`src/design/fca_pkg.sv`:
```
`default_nettype none

package fca_pkg;

    // input field widths
    localparam int ET_W   = 16;
    localparam int TS_W   = 16;
    localparam int PROD_W = ET_W + TS_W;

    // frames per second is 30 = 32 - 2, so the scaled product grows by 5 bits
    localparam int SCALED_W = PROD_W + 5;
    localparam int FRAC_W   = 16;
    localparam int REM_W    = SCALED_W - FRAC_W;

    // one frame in Q.8
    localparam int ONE_FRAME = 256;

    // configuration register indexes
    localparam int CFG_IDX_W = 2;

    typedef enum logic [CFG_IDX_W-1:0] {
        REG_START_FRAME = 2'd0,
        REG_END_FRAME   = 2'd1,
        REG_LOOP_ENABLE = 2'd2
    } cfg_reg_t;

endpackage

`default_nettype wire

```
`src/design/fca_queue.sv`:
```
`default_nettype none

module fca_queue #(
    parameter int WIDTH = 46
) (
    input  wire logic             clk,
    input  wire logic             rst_n,
    input  wire logic             push,
    input  wire logic [WIDTH-1:0] wdata,
    input  wire logic             pop,
    output logic      [WIDTH-1:0] rdata,
    output logic                  full,
    output logic                  empty
);

    localparam int DEPTH = 2;

    logic [WIDTH-1:0] mem_reg [DEPTH];
    logic             wr_ptr_reg;
    logic             wr_ptr_next;
    logic             rd_ptr_reg;
    logic             rd_ptr_next;
    logic [1:0]       count_reg;
    logic [1:0]       count_next;

    assign full  = (count_reg == 2'(DEPTH));
    assign empty = (count_reg == 2'd0);
    assign rdata = mem_reg[rd_ptr_reg];

    always_comb
    begin
        wr_ptr_next = push ? ~wr_ptr_reg : wr_ptr_reg;
        rd_ptr_next = pop  ? ~rd_ptr_reg : rd_ptr_reg;
        count_next  = count_reg;
        if (push && !pop)
        begin
            count_next = count_reg + 2'd1;
        end
        else if (pop && !push)
        begin
            count_next = count_reg - 2'd1;
        end
    end

    always_ff @(posedge clk or negedge rst_n)
    begin
        if (!rst_n)
        begin
            wr_ptr_reg <= 1'b0;
            rd_ptr_reg <= 1'b0;
            count_reg  <= 2'd0;
        end
        else
        begin
            wr_ptr_reg <= wr_ptr_next;
            rd_ptr_reg <= rd_ptr_next;
            count_reg  <= count_next;
        end
    end

    always_ff @(posedge clk)
    begin
        if (push)
        begin
            mem_reg[wr_ptr_reg] <= wdata;
        end
    end

endmodule

`default_nettype wire

```
`src/design/fca_front.sv`:
```
`default_nettype none

module fca_front #(
    parameter int FRAME_WIDTH = 24
) (
    input  wire logic                                   clk,
    input  wire logic                                   rst_n,
    input  wire logic                                   in_valid,
    output logic                                        in_stall,
    input  wire logic signed [FRAME_WIDTH-1:0]          current_frame,
    input  wire logic        [fca_pkg::ET_W-1:0]        elapsed_time,
    input  wire logic        [fca_pkg::TS_W-1:0]        time_scale,
    input  wire logic signed [FRAME_WIDTH-1:0]          start_frame,
    input  wire logic signed [FRAME_WIDTH-1:0]          end_frame,
    input  wire logic                                   q_full,
    output logic                                        q_push,
    output logic [1+fca_pkg::REM_W+FRAME_WIDTH-1:0]     q_wdata
);

    logic                                  s1_valid_reg;
    logic                                  s1_valid_next;
    logic signed [FRAME_WIDTH-1:0]         s1_frame_reg;
    logic        [fca_pkg::PROD_W-1:0]     s1_prod_reg;
    logic                                  accept;
    logic        [fca_pkg::SCALED_W-1:0]   prod_ext;
    logic        [fca_pkg::SCALED_W-1:0]   scaled;
    logic        [fca_pkg::REM_W-1:0]      remain;
    logic signed [FRAME_WIDTH-1:0]         lo;
    logic signed [FRAME_WIDTH:0]           span;
    logic                                  single;

    assign in_stall = s1_valid_reg && q_full;
    assign accept   = in_valid && !in_stall;
    assign q_push   = s1_valid_reg && !q_full;

    always_comb
    begin
        // times 30 as times 32 minus times 2
        prod_ext = fca_pkg::SCALED_W'(s1_prod_reg);
        scaled   = (prod_ext << 5) - (prod_ext << 1);
        remain   = scaled[fca_pkg::SCALED_W-1:fca_pkg::FRAC_W];
        lo       = (start_frame < end_frame) ? start_frame : end_frame;
        span     = (FRAME_WIDTH+1)'(end_frame) - (FRAME_WIDTH+1)'(lo);
        single   = (span <= (FRAME_WIDTH+1)'(fca_pkg::ONE_FRAME));
        q_wdata  = {single, remain, s1_frame_reg};
    end

    always_comb
    begin
        s1_valid_next = s1_valid_reg;
        if (accept)
        begin
            s1_valid_next = 1'b1;
        end
        else if (q_push)
        begin
            s1_valid_next = 1'b0;
        end
    end

    always_ff @(posedge clk or negedge rst_n)
    begin
        if (!rst_n)
        begin
            s1_valid_reg <= 1'b0;
        end
        else
        begin
            s1_valid_reg <= s1_valid_next;
        end
    end

    always_ff @(posedge clk)
    begin
        if (accept)
        begin
            s1_frame_reg <= current_frame;
            s1_prod_reg  <= fca_pkg::PROD_W'(elapsed_time) * fca_pkg::PROD_W'(time_scale);
        end
    end

endmodule

`default_nettype wire

```
`src/design/fca_back.sv`:
```
`default_nettype none

module fca_back #(
    parameter int FRAME_WIDTH = 24,
    parameter int MAX_EVENTS  = 3
) (
    input  wire logic                                   clk,
    input  wire logic                                   rst_n,
    input  wire logic                                   q_empty,
    output logic                                        q_pop,
    input  wire logic [1+fca_pkg::REM_W+FRAME_WIDTH-1:0] q_rdata,
    input  wire logic signed [FRAME_WIDTH-1:0]          start_frame,
    input  wire logic signed [FRAME_WIDTH-1:0]          end_frame,
    input  wire logic                                   loop_enable,
    output logic                                        out_valid,
    input  wire logic                                   out_stall,
    output logic signed [FRAME_WIDTH-1:0]               new_frame,
    output logic        [1:0]                           loop_count,
    output logic                                        done_res
);

    localparam int WIDE = (FRAME_WIDTH > fca_pkg::REM_W) ? FRAME_WIDTH : fca_pkg::REM_W;
    localparam int RW   = WIDE + 3;
    localparam int EV_W = $clog2(MAX_EVENTS + 1);
    localparam int HI_W = RW - FRAME_WIDTH + 1;

    typedef enum logic {
        ST_IDLE,
        ST_RUN
    } state_t;

    state_t                     state_reg;
    logic signed [RW-1:0]       frame_reg;
    logic signed [RW-1:0]       remain_reg;
    logic        [EV_W-1:0]     events_reg;
    logic        [1:0]          loops_reg;
    logic                       done_reg;
    logic                       out_valid_reg;
    logic signed [FRAME_WIDTH-1:0] new_frame_reg;
    logic        [1:0]          loop_count_reg;
    logic                       done_res_reg;

    logic signed [FRAME_WIDTH-1:0] q_frame;
    logic        [fca_pkg::REM_W-1:0] q_remain;
    logic                       q_single;
    logic signed [RW-1:0]       lo;
    logic signed [RW-1:0]       till;
    logic                       busy;
    logic                       out_free;
    logic                       emit;
    logic        [HI_W-1:0]     hi_bits;
    logic signed [FRAME_WIDTH-1:0] sat_frame;

    assign {q_single, q_remain, q_frame} = q_rdata;
    assign q_pop      = (state_reg == ST_IDLE) && !q_empty;
    assign out_free   = !out_valid_reg || !out_stall;
    assign emit       = (state_reg == ST_RUN) && !busy && out_free;
    assign out_valid  = out_valid_reg;
    assign new_frame  = new_frame_reg;
    assign loop_count = loop_count_reg;
    assign done_res   = done_res_reg;

    always_comb
    begin
        lo   = (start_frame < end_frame) ? RW'(start_frame) : RW'(end_frame);
        till = RW'(end_frame) - frame_reg
             + (loop_enable ? RW'(fca_pkg::ONE_FRAME) : RW'(0));
        busy = !remain_reg[RW-1] && (|remain_reg)
             && (events_reg < EV_W'(MAX_EVENTS));
        // clamp to the signed frame range
        hi_bits = frame_reg[RW-1:FRAME_WIDTH-1];
        if ((&hi_bits) || !(|hi_bits))
        begin
            sat_frame = frame_reg[FRAME_WIDTH-1:0];
        end
        else if (frame_reg[RW-1])
        begin
            sat_frame = {1'b1, {(FRAME_WIDTH-1){1'b0}}};
        end
        else
        begin
            sat_frame = {1'b0, {(FRAME_WIDTH-1){1'b1}}};
        end
    end

    always_ff @(posedge clk or negedge rst_n)
    begin
        if (!rst_n)
        begin
            state_reg      <= ST_IDLE;
            frame_reg      <= '0;
            remain_reg     <= '0;
            events_reg     <= '0;
            loops_reg      <= '0;
            done_reg       <= 1'b0;
            out_valid_reg  <= 1'b0;
            new_frame_reg  <= '0;
            loop_count_reg <= '0;
            done_res_reg   <= 1'b0;
        end
        else
        begin
            if (emit)
            begin
                out_valid_reg <= 1'b1;
            end
            else if (out_valid_reg && !out_stall)
            begin
                out_valid_reg <= 1'b0;
            end
            unique case (state_reg)
                ST_IDLE:
                begin
                    if (!q_empty)
                    begin
                        events_reg <= '0;
                        loops_reg  <= '0;
                        done_reg   <= 1'b0;
                        if (q_single)
                        begin
                            frame_reg  <= RW'(end_frame);
                            remain_reg <= '0;
                        end
                        else
                        begin
                            frame_reg  <= RW'(q_frame);
                            remain_reg <= RW'(q_remain);
                        end
                        state_reg <= ST_RUN;
                    end
                end
                ST_RUN:
                begin
                    if (busy)
                    begin
                        if (remain_reg >= till)
                        begin
                            events_reg <= events_reg + EV_W'(1);
                            if (loop_enable)
                            begin
                                // wrap to the clip start with one extra frame
                                remain_reg <= remain_reg - till;
                                frame_reg  <= lo;
                                if (loops_reg != 2'd3)
                                begin
                                    loops_reg <= loops_reg + 2'd1;
                                end
                            end
                            else
                            begin
                                frame_reg  <= RW'(end_frame);
                                remain_reg <= '0;
                                done_reg   <= 1'b1;
                            end
                        end
                        else
                        begin
                            frame_reg  <= frame_reg + remain_reg;
                            remain_reg <= '0;
                        end
                    end
                    else if (out_free)
                    begin
                        new_frame_reg  <= sat_frame;
                        loop_count_reg <= loops_reg;
                        done_res_reg   <= done_reg;
                        state_reg      <= ST_IDLE;
                    end
                end
                default:
                begin
                    state_reg <= ST_IDLE;
                end
            endcase
        end
    end

endmodule

`default_nettype wire

```
`src/design/frame_clock_accumulator_top.sv`:
```
// Frame clock accumulator: advances an animation frame position by one time step.
// Input channel (in_valid / in_stall) carries current_frame (signed Q.8),
// elapsed_time (Q0.16 s) and time_scale (Q8.8); each word yields exactly one
// output word (new_frame, loop_count, done_res) on out_valid / out_stall.
// Clip bounds and the loop mode come from the write port (cfg_we, cfg_index,
// cfg_data): 0 start_frame, 1 end_frame, 2 loop_enable; other indexes are ignored.
// Write them only while the block is empty.
// The front stage registers the time product and pushes the step length into a
// two-entry queue; the back unit runs one wrap event per cycle.
// An input word passes the front stage register and a queue entry; the back unit
// pops it in ST_IDLE, runs its advance, wrap or end events in ST_RUN (wraps and
// ends at most MAX_EVENTS), then registers the output word. The back unit holds
// one word at a time; the front keeps accepting until the queue fills.
// Reset clears the registers to zero (single-frame clip, no looping) and empties
// the pipeline. A stalled output word holds; the back unit then waits and the
// queue and front stage fill before in_stall rises.
`default_nettype none

module frame_clock_accumulator_top #(
    parameter int FRAME_WIDTH = 24,
    parameter int MAX_EVENTS  = 3
) (
    input  wire logic                               clk,
    input  wire logic                               rst_n,
    input  wire logic                               cfg_we,
    input  wire logic [fca_pkg::CFG_IDX_W-1:0]      cfg_index,
    input  wire logic [FRAME_WIDTH-1:0]             cfg_data,
    input  wire logic                               in_valid,
    output logic                                    in_stall,
    input  wire logic signed [FRAME_WIDTH-1:0]      current_frame,
    input  wire logic        [fca_pkg::ET_W-1:0]    elapsed_time,
    input  wire logic        [fca_pkg::TS_W-1:0]    time_scale,
    output logic                                    out_valid,
    input  wire logic                               out_stall,
    output logic signed [FRAME_WIDTH-1:0]           new_frame,
    output logic        [1:0]                       loop_count,
    output logic                                    done_res
);

    localparam int QW = 1 + fca_pkg::REM_W + FRAME_WIDTH;

    logic signed [FRAME_WIDTH-1:0] start_frame_reg;
    logic signed [FRAME_WIDTH-1:0] end_frame_reg;
    logic                          loop_enable_reg;
    logic                          q_push;
    logic                          q_pop;
    logic                          q_full;
    logic                          q_empty;
    logic [QW-1:0]                 q_wdata;
    logic [QW-1:0]                 q_rdata;

    always_ff @(posedge clk or negedge rst_n)
    begin
        if (!rst_n)
        begin
            start_frame_reg <= '0;
            end_frame_reg   <= '0;
            loop_enable_reg <= 1'b0;
        end
        else if (cfg_we)
        begin
            unique case (cfg_index)
                fca_pkg::REG_START_FRAME: start_frame_reg <= cfg_data;
                fca_pkg::REG_END_FRAME:   end_frame_reg   <= cfg_data;
                fca_pkg::REG_LOOP_ENABLE: loop_enable_reg <= cfg_data[0];
                default:                  ;
            endcase
        end
    end

    fca_front #(
        .FRAME_WIDTH (FRAME_WIDTH)
    ) u_front (
        .clk           (clk),
        .rst_n         (rst_n),
        .in_valid      (in_valid),
        .in_stall      (in_stall),
        .current_frame (current_frame),
        .elapsed_time  (elapsed_time),
        .time_scale    (time_scale),
        .start_frame   (start_frame_reg),
        .end_frame     (end_frame_reg),
        .q_full        (q_full),
        .q_push        (q_push),
        .q_wdata       (q_wdata)
    );

    fca_queue #(
        .WIDTH (QW)
    ) u_queue (
        .clk   (clk),
        .rst_n (rst_n),
        .push  (q_push),
        .wdata (q_wdata),
        .pop   (q_pop),
        .rdata (q_rdata),
        .full  (q_full),
        .empty (q_empty)
    );

    fca_back #(
        .FRAME_WIDTH (FRAME_WIDTH),
        .MAX_EVENTS  (MAX_EVENTS)
    ) u_back (
        .clk         (clk),
        .rst_n       (rst_n),
        .q_empty     (q_empty),
        .q_pop       (q_pop),
        .q_rdata     (q_rdata),
        .start_frame (start_frame_reg),
        .end_frame   (end_frame_reg),
        .loop_enable (loop_enable_reg),
        .out_valid   (out_valid),
        .out_stall   (out_stall),
        .new_frame   (new_frame),
        .loop_count  (loop_count),
        .done_res    (done_res)
    );

endmodule

`default_nettype wire
```
`config.mk`:
```
export PLATFORM = sky130hd
export DESIGN_NAME = frame_clock_accumulator_top
export DESIGN_NICKNAME = d
export VERILOG_FILES = /design/src/design/fca_pkg.sv /design/src/design/fca_queue.sv /design/src/design/fca_front.sv /design/src/design/fca_back.sv /design/src/design/frame_clock_accumulator_top.sv
export SDC_FILE = /design/constraint.sdc
export NUM_CORES = 1
export LEC_CHECK = 0
export CORE_ASPECT_RATIO = 0.5
export CORE_MARGIN = 5
export CORE_UTILIZATION = 55
export CTS_CLUSTER_DIAMETER = 40
export DETAILED_ROUTE_END_ITERATION = 10
export DONT_BUFFER_PORTS = 1
export PLACE_DENSITY = 0.73
export SLEW_MARGIN = 0
export SYNTH_ARGS = -nofsm -noshare
export SYNTH_HDL_FRONTEND = slang
export SYNTH_SLANG_ARGS = --single-unit
export TNS_END_PERCENT = 10
```
`constraint.sdc`:
```
create_clock -name clk -period 5.5 [get_ports clk]
set_input_delay 0.55 -clock clk [delete_from_list [all_inputs] [get_ports clk]]
set_output_delay 0.55 -clock clk [all_outputs]
set_load 0.01 [all_outputs]
```
==> flow_summary_export.csv, run 1 <==
group,metric,value,unit
outcome,status,"finished with violations",
outcome,violations,"hold timing",
routing,ant_nets,0,
synth,synth-edff-count,148,
critical_path,worstPathMaxFanout,6,
cts,cts_max_path_buffers,3,
synth,synth_cell_types,86,
finish,fin_util,63.43,%
routing,first_iter_violations,1506,
routing,wirelength,68270,um
finish,drive_gt1_share,15.14,%
critical_path,arrival,5.84,ns
place,preCtsSetupSlack,-0.5451,ns
cts,numClockSinks,290,
synth,synth_flop_cell,"edfxtp_1",
cts,cts.reportedPaths.clkPinSlew,0.06,ns
routing,wl_per_cell,18.92,um
synth,synthTopCellsByCount,"368 x inv_1, 282 x ha_1, 265 x nand2_1",
timing,finalWorstSetupSlack,0.04681,ns
synth,yosysSeqAreaShare,29.98,%
finish,largest_register_ff_count,92,
timing,maxSlewViolCount,0,
finish,diodes,0,
die,core,48210,um^2
routing,vias_per_cell,5.700,
timing,whs,-0.03097,ns
global_route,grt_max_degree,143,
synth,synth.largest_area_cell,"edfxtp_1",
timing,fmax,183.4,MHz
routing,drc_errors,0,
synth,avgSynthCellArea,9.576,um^2
place,portBuffers,0,
critical_path,cp-end-kind,"flip-flop",
global_route,gr-total-overflow,0,
critical_path,critPathKind,"reg2reg",
synth,yosysMostFrequentCell,"inv_1",
cts,cts_root_buf,"clkbuf_16",
cts,htree_levels,2,
global_route,grt_use_met1,35.73,%
global_route,grt_busiest_layer,"met2",
synth,syn_nets,3353,
die,rows,57,
routing,dr.pass1.iters,8,
die,dieArea,53280,um^2
die,die_y,165.7,um
finish,fill_cells,3953,
finish,final_nets,3494,
critical_path,worstPathRequired,5.89,ns
global_route,grt_first_pass_wirelength,109700,um
place,place_hpwl,52570,um
global_route,grt_pass1_vias,20738,
synth,yosysTopAreaCellShare,16.66,%
die,io_pins,116,
timing,period_minus_slack,5.453,ns
critical_path,slowest_stage,"dfrtp_1",
finish,syn_to_final_growth,14.63,%
place,routabilityCongestion,0.9509,
run,maxCapViolCount,0,
synth,synth_area,26680,um^2
global_route,grt_use_met3,4.384,%
cts,cts_tree,"yes",
global_route,grt.total_usage,25.21,%
timing,period_share,99.15,%
timing,setup_viol,0,
synth,synthArstFlopShare,48.97,%
timing,final-hold-violation-count,6,
global_route,use_met2,40.78,%
die,initial_utilization,55.34,%
timing,tightestPinTransition,1.098,ns
critical_path,cp-start-kind,"flip-flop",
global_route,antenna_found_initial,0,
synth,ys_ff_latch,290,
die,die_w,321.5,um
cts,numCtsBuffers,41,
synth,synth_area_leaders,"edfxtp_1 17%, fa_1 15%, dfrtp_1 13%",
cts,clock_latency,0.56,ns
routing,vias,20572,
timing,rsz0062_at_grt,"true",
min_path,min_path_type,"in2async",
critical_path,critPathMostFrequentCell,"a21oi_2",
timing,slew_headroom,26.79,%
timing,clock_skew,0.02192,ns
critical_path,cpPeakStageDelay,0.38,ns
synth,yosys_warnings,0,
synth,postSynthCellCount,2786,
[final cells by class]
type | instances | area [um^2] | share of cell area, %
repair buffers | 185 | 1474 | 4.820
well taps | 649 | 812.0 | 2.655
clock inverters | 30 | 342.8 | 1.121
clock buffers | 46 | 1066 | 3.486
multi-input cells | 2041 | 17500 | 57.24
flip-flops and latches | 290 | 8001 | 26.16
inverters | 368 | 1381 | 4.517
[per-stage QoR]
stage | std cells | TNS (ns) | instance area (um^2) | hold slack [ns]
global placement | 3515 | -7.517 | 28660 | 0.2575
global route | 3609 | -8.997 | 30580 | 0.04211
detailed placement | 3515 | -17.08 | 28660 | 0.2587
finish | 3609 | 0 | 30580 | -0.03097
floorplan | 2786 | -1.313 | 27120 | 0.2544
CTS | 3596 | 0 | 30180 | 0.02013
[metal layers]
metal	wire length, um	up-vias	share of wire (%)
li1	-	9821	-
met1	30410	9978	45
met4	1733	0	2.5
met2	31090	644	46
met3	5034	129	7.4
met5	0	-	0
[timing repair]
action | 4_1_cts | 5_1_grt
setup buffers | 4 | 12
hold endpoints to repair | 142 | 0
hold buffers | 1 | 0
gates cloned | 0 | 1
setup endpoints to repair | 61 | 69
gates resized for setup | 18 | 76
pin swaps | 13 | 41
[cells by family (layout without fill, tap and decap cells)]
| group | count (synthesis) | in the layout | share of synthesized area [%] |
|---|---|---|---|
| compound gates | 580 | 580 | 13.45 |
| xor+xnor | 111 | 111 | 3.644 |
| simple gates | 740 | 740 | 13.23 |
| mux | 128 | 128 | 5.112 |
| flops | 290 | 290 | 29.98 |
| fa+ha+maj | 482 | 482 | 28.16 |
| buf+inv | 455 | 629 | 6.430 |
[layout by cell type, fill, tap and decap left out, types with 8 or more instances in the layout]
cell type,count
o21ai_2,11
nor3_1,44
dfrtp_1,139
nand2_1,255
o21ai_1,19
xnor2_1,65
mux2_2,62
mux2i_1,60
o21a_1,20
a211oi_2,9
ha_1,268
nor2b_1,20
or3_1,10
a211oi_1,16
o21ai_0,90
a21oi_1,220
o22ai_1,18
o21bai_1,12
inv_6,9
and2_1,99
inv_1,366
and3_1,12
nand4_1,21
ha_4,10
clkbuf_16,43
nor4_1,13
a21o_1,47
nor2_1,163
xor2_1,42
nand3_1,27
buf_4,176
a31oi_1,8
a21oi_2,18
fa_1,197
edfxtp_1,148
nand2b_1,17
o211ai_1,17
[worst paths after layout]
check | start | end | slack (ns) | cells past startpoint
min in group clk | current_frame[18] | u_front.s1_frame_reg[18]$_DFFE_PP_ | 0.09 | 0
worst min-delay path | rst_n | u_back.loops_reg[0]$_DFFE_PN0P_ | -0.03 | 1
worst max-delay path | u_back.frame_reg[2]$_DFFE_PN0P_ | u_back.frame_reg[25]$_DFFE_PN0P_ | 0.05 | 28
worst max register to register | u_back.frame_reg[2]$_DFFE_PN0P_ | u_back.frame_reg[25]$_DFFE_PN0P_ | 0.05 | 28
max in group asynchronous | rst_n | end_frame_reg[6]$_DFFE_PN0P_ | 4.84 | 1
worst min register to register | u_front.s1_frame_reg[14]$_DFFE_PP_ | u_queue.mem_reg[0][14]$_DFFE_PP_ | 0.44 | 0
[critical path, delay by kind of cell, from the launching register on]
| kind | cells | cell delay [ns] |
|---|---|---|
| compound gates | 18 | 3.06 |
| xor+xnor | 1 | 0.13 |
| fa+ha+maj | 3 | 0.79 |
| buf+inv | 4 | 0.56 |
| flops | 1 | 0.38 |
| simple gates | 2 | 0.36 |
Power of run 1 is left out: the tool's default activity adds up to more than one toggle a clock period on the data nets, which glitch-free logic cannot reach.
==> run 2: changes to the inputs <==
--- a/config.mk
+++ b/config.mk
@@ -11,6 +11,7 @@
 export CTS_CLUSTER_DIAMETER = 40
 export DETAILED_ROUTE_END_ITERATION = 10
 export DONT_BUFFER_PORTS = 1
+export MAX_ROUTING_LAYER = met4
 export PLACE_DENSITY = 0.73
 export SLEW_MARGIN = 0
 export SYNTH_ARGS = -nofsm -noshare
==> flow_summary_export.csv, run 2 (same netlist as run 1, synthesis figures left out) <==
group,metric,value,unit
cts,htree_levels,2,
timing,clock_skew,0.02307,ns
global_route,use_met2,40.78,%
critical_path,startpoint,"u_back.frame_reg[1]$_DFFE_PN0P_",
critical_path,cp-start-kind,"flip-flop",
critical_path,timing.rr.start,"u_back.frame_reg[1]$_DFFE_PN0P_",
timing,rsz0062_at_grt,"true",
cts,cts_tree,"yes",
outcome,status,"finished with violations",
critical_path,arrival,5.94,ns
critical_path,critPathKind,"reg2reg",
outcome,violations,"hold timing",
global_route,grt_busiest_layer,"met2",
finish,final_cells,3617,
routing,dr.pass1.iters,5,
finish,largest_register_ff_count,92,
die,io_pins,116,
critical_path,cp-end-kind,"flip-flop",
global_route,grt_first_pass_wirelength,110600,um
critical_path,slowest_stage,"or3_4",
timing,tightestPinTransition,1.062,ns
routing,wl_per_cell,19.01,um
timing,final-hold-violation-count,2,
place,routabilityCongestion,0.9777,
timing,fmax,182.6,MHz
timing,whs,-0.01604,ns
critical_path,critPathMostFrequentCell,"o21ai_2",
die,die_y,165.7,um
finish,seq_area,8001,um^2
timing,period_share,99.55,%
cts,cts.reportedPaths.clkPinSlew,0.07,ns
place,place_hpwl,52540,um
finish,multi_input_area,17570,um^2
die,rows,57,
routing,first_iter_violations,1493,
critical_path,worstPathRequired,5.97,ns
die,initial_utilization,55.34,%
cts,cts_max_path_buffers,3,
timing,period_minus_slack,5.475,ns
timing,maxSlewViolCount,0,
finish,diodes,0,
cts,cts_root_buf,"clkbuf_16",
routing,wirelength,68740,um
finish,final_nets,3501,
routing,drc_errors,0,
finish,syn_to_final_growth,15.21,%
run,maxCapViolCount,0,
timing,setup_viol,0,
timing,tns,0,ns
global_route,grt_use_met3,4.275,%
global_route,antenna_found_initial,0,
routing,vias,20743,
global_route,grt_use_met1,35.82,%
finish,mostFrequentLayoutCell,"inv_1",
cts,clock_latency,0.56,ns
cts,numCtsBuffers,42,
die,die_w,321.5,um
global_route,grt.total_usage,26.12,%
finish,mostFrequentLayoutCells,"354 x inv_1, 264 x ha_1, 255 x nand2_1, 216 x a21oi_1, 197 x fa_1",
global_route,gr-total-overflow,0,
place,dpl.cell_count,3512,
die,dieArea,53280,um^2
routing,ant_nets,0,
timing,slew_headroom,29.23,%
global_route,grt_pass1_vias,21110,
finish,fill_cells,3857,
place,portBuffers,0,
critical_path,worstPathMaxFanout,8,
global_route,grt_max_degree,143,
critical_path,cpPeakStageDelay,0.44,ns
cts,numClockSinks,290,
die,core,48210,um^2
min_path,min_path_type,"in2async",
routing,vias_per_cell,5.735,
finish,drive_gt1_share,15.70,%
run 2: cell types whose count changed in the layout (fill, tap and decap cells not counted), moves of 4 or more:
cell / before / now
clkinv_4: 3 / 7
o21ai_2: 11 / 6
clkinv_8: 3 / 7
ha_1: 268 / 264
inv_1: 366 / 354
inv_6: 9 / 4
o21ai_0: 90 / 95
inv_2: 2 / 14
a21oi_1: 220 / 216
ha_4: 10 / 14
run 2: stage by stage:
step	worst slack (ns)	hold WS, ns	instance area (um^2)	utilization (%)
after floorplan	-0.3039	0.2544	27120	-
after global placement	-0.5006	0.2589	28640	59.40
after detailed placement	-0.5943	0.2596	28640	59.40
after CTS	0.004708	0.03786	30190	62.62
after global routing	-0.2200	0.06142	30740	63.76
final	0.02464	-0.01604	30740	63.76
run 2: what timing repair did:
action / in CTS / in global routing
cloned: 0 / 1
hold buffers: 1 / 0
buffers inserted: 9 / 16
resized for setup: 12 / 98
pin swaps: 16 / 86
endpoints found under the hold margin: 142 / 0
setup endpoints to repair: 60 / 68
run 2: routing by layer:
layer	share of wire, %	vias up
met4	2.8	0
met5	0	-
met1	44	10106
met2	46	677
li1	-	9826
met3	7.0	134
run 2: final timing paths:
| kind | to | slack [ns] | cells after the start |
|---|---|---|---|
| worst max-delay path | u_back.events_reg[0]$_DFFE_PN0P_ | 0.02 | 31 |
| worst min-delay path | u_back.loop_count[1]$_DFFE_PN0P_ | -0.02 | 1 |
| worst max register to register | u_back.events_reg[0]$_DFFE_PN0P_ | 0.02 | 31 |
| worst min register to register | u_queue.mem_reg[0][6]$_DFFE_PP_ | 0.44 | 0 |
| max in group asynchronous | end_frame_reg[6]$_DFFE_PN0P_ | 4.84 | 1 |
| min in group clk | u_front.s1_frame_reg[3]$_DFFE_PP_ | 0.09 | 0 |
run 2: final cells by class:
| class | count | area share (%) |
|---|---|---|
| flip-flops and latches | 290 | 26.03 |
| inverters | 368 | 4.494 |
| multi-input cells | 2041 | 57.15 |
| clock buffers | 48 | 3.594 |
| clock inverters | 30 | 1.066 |
| repair buffers | 191 | 5.019 |
| well taps | 649 | 2.642 |
run 2: critical path, delay by kind of cell (launching register included):
kind            cells  cell delay (ns)
compound gates     12             1.64
xor+xnor            1             0.09
fa+ha+maj           4             1.14
buf+inv             7             0.74
flops               1             0.37
simple gates        7             1.39
Power of run 2 is left out for the same reason.
==> run 3: changes to the inputs <==
--- a/config.mk
+++ b/config.mk
@@ -11,6 +11,7 @@
 export CTS_CLUSTER_DIAMETER = 40
 export DETAILED_ROUTE_END_ITERATION = 10
 export DONT_BUFFER_PORTS = 1
+export HOLD_SLACK_MARGIN = 0.06
 export MAX_ROUTING_LAYER = met4
 export PLACE_DENSITY = 0.73
 export SLEW_MARGIN = 0
==> constraint.sdc (replaced) <==
create_clock -name clk -period 5.5 [get_ports clk]
set_input_delay 0 -clock clk [delete_from_list [all_inputs] [get_ports clk]]
set_output_delay 0 -clock clk [all_outputs]
set_load 0.01 [all_outputs]
==> flow_summary_export.csv, run 3 (same netlist as run 1, synthesis figures left out) <==
group,metric,value,unit
outcome,status,"complete, no violations",
die,die_w,321.5,um
routing,ant_nets,0,
critical_path,cp-end-kind,"flip-flop",
timing,final-hold-violation-count,0,
timing,setup_viol,0,
timing,clock_skew,0.02423,ns
place,place_hpwl,51990,um
cts,htree_levels,2,
timing,maxSlewViolCount,0,
critical_path,arrival,5.79,ns
routing,drc_errors,0,
cts,cts.reportedPaths.clkPinSlew,0.06,ns
routing,dr.pass1.iters,5,
critical_path,cpPeakStageDelay,0.36,ns
finish,drive_gt1_share,12.48,%
place,portBuffers,0,
die,rows,57,
die,io_pins,116,
timing,fmax,188.0,MHz
finish,final_nets,3516,
global_route,grt.total_usage,25.93,%
run,maxCapViolCount,0,
critical_path,regToRegSetupSlack,0.18,ns
finish,fill_cells,3908,
critical_path,r2r-end,"u_back.frame_reg[4]$_DFFE_PN0P_",
routing,wl_per_cell,18.86,um
global_route,antenna_found_initial,1,
place,routabilityCongestion,0.9265,
timing,tns,0,ns
routing,vias,20814,
cts,cts_tree,"yes",
critical_path,worstPathRequired,5.97,ns
finish,mostFrequentLayoutCell,"inv_1",
cts,numCtsBuffers,40,
timing,slew_headroom,26.63,%
cts,numClockSinks,290,
routing,first_iter_violations,1670,
cts,cts_max_path_buffers,3,
critical_path,slowest_stage,"dfrtp_1",
critical_path,critPathKind,"reg2reg",
timing,period_share,96.70,%
critical_path,critPathMostFrequentCell,"inv_1",
die,core,48210,um^2
timing,tightestPinTransition,1.100,ns
finish,syn_to_final_growth,15.22,%
min_path,min_path_type,"in2async",
cts,clock_latency,0.56,ns
timing,period_minus_slack,5.319,ns
die,die_y,165.7,um
routing,vias_per_cell,5.734,
routing,wirelength,68470,um
critical_path,timing.rr.start,"end_frame_reg[0]$_DFFE_PN0P_",
die,initial_utilization,55.34,%
cts,cts_root_buf,"clkbuf_16",
finish,mostFrequentLayoutCells,"366 x inv_1, 270 x ha_1, 265 x nand2_1, 218 x a21oi_1, 197 x fa_1",
die,dieArea,53280,um^2
critical_path,startpoint,"end_frame_reg[0]$_DFFE_PN0P_",
finish,largest_register_ff_count,92,
global_route,grt_pass1_vias,20759,
global_route,grt_first_pass_wirelength,109100,um
critical_path,cp-start-kind,"flip-flop",
global_route,grt_max_degree,143,
critical_path,worstPathMaxFanout,9,
critical_path,reg2reg_depth,30,
global_route,gr-total-overflow,0,
run 3: repair_timing:
item	CTS	global route
hold buffers	74	0
setup buffers	5	13
hold endpoints to repair	220	0
cloned	0	1
pin swaps	7	61
setup endpoints to repair	60	62
gates resized for setup	7	85
run 3: worst max path at each step:
stage | endpoint | slack [ns] | depth (start not counted)
finish | u_back.frame_reg[4]$_DFFE_PN0P_ | 0.18 | 30
CTS | u_back.frame_reg[2]$_DFFE_PN0P_ | -0.01 | 29
floorplan | u_front.s1_prod_reg[31]$_DFFE_PP_ | 0.01 | 24
detailed placement | u_front.s1_prod_reg[28]$_DFFE_PP_ | -0.23 | 24
global placement | u_front.s1_prod_reg[31]$_DFFE_PP_ | -0.11 | 24
global route | u_back.frame_reg[3]$_DFFE_PN0P_ | -0.04 | 28
run 3: area by class of cell:
cell class | count | area [um^2] | area share, %
clock inverters | 26 | 256.5 | 0.8344
well taps | 649 | 812.0 | 2.642
inverters | 368 | 1381 | 4.494
flip-flops and latches | 290 | 8004 | 26.04
repair buffers | 208 | 1813 | 5.898
multi-input cells | 2041 | 17390 | 56.58
clock buffers | 47 | 1079 | 3.509
diodes | 1 | 2.502 | 0.008141
run 3: critical path, delay by kind of cell, from the launching register on:
kind,cells,cell delay (ns)
fa+ha+maj,4,0.96
flops,1,0.36
xor+xnor,1,0.13
compound gates,14,2.39
buf+inv,7,0.83
simple gates,4,0.58
run 3: routing by layer:
metal	GRT usage, %	wire (um)
met4	6.374	1547
met3	4.932	5111
met2	41.15	31960
met1	34.80	29850
met5	-	0
run 3: metrics by stage:
stage / hold WS (ns) / utilization [%] / setup WS [ns] / std cells / area [um^2]
after floorplan: -0.2956 / - / 0.01028 / 2786 / 26710
after global placement: -0.2888 / 58.26 / -0.1060 / 3463 / 28090
after detailed placement: -0.2891 / 58.26 / -0.2255 / 3463 / 28090
after CTS: 0.06006 / 62.71 / -0.01324 / 3615 / 30230
after global routing: 0.06150 / 63.76 / -0.04241 / 3630 / 30740
final: 0.05039 / 63.76 / 0.1814 / 3630 / 30740
Power of run 3 is left out for the same reason.
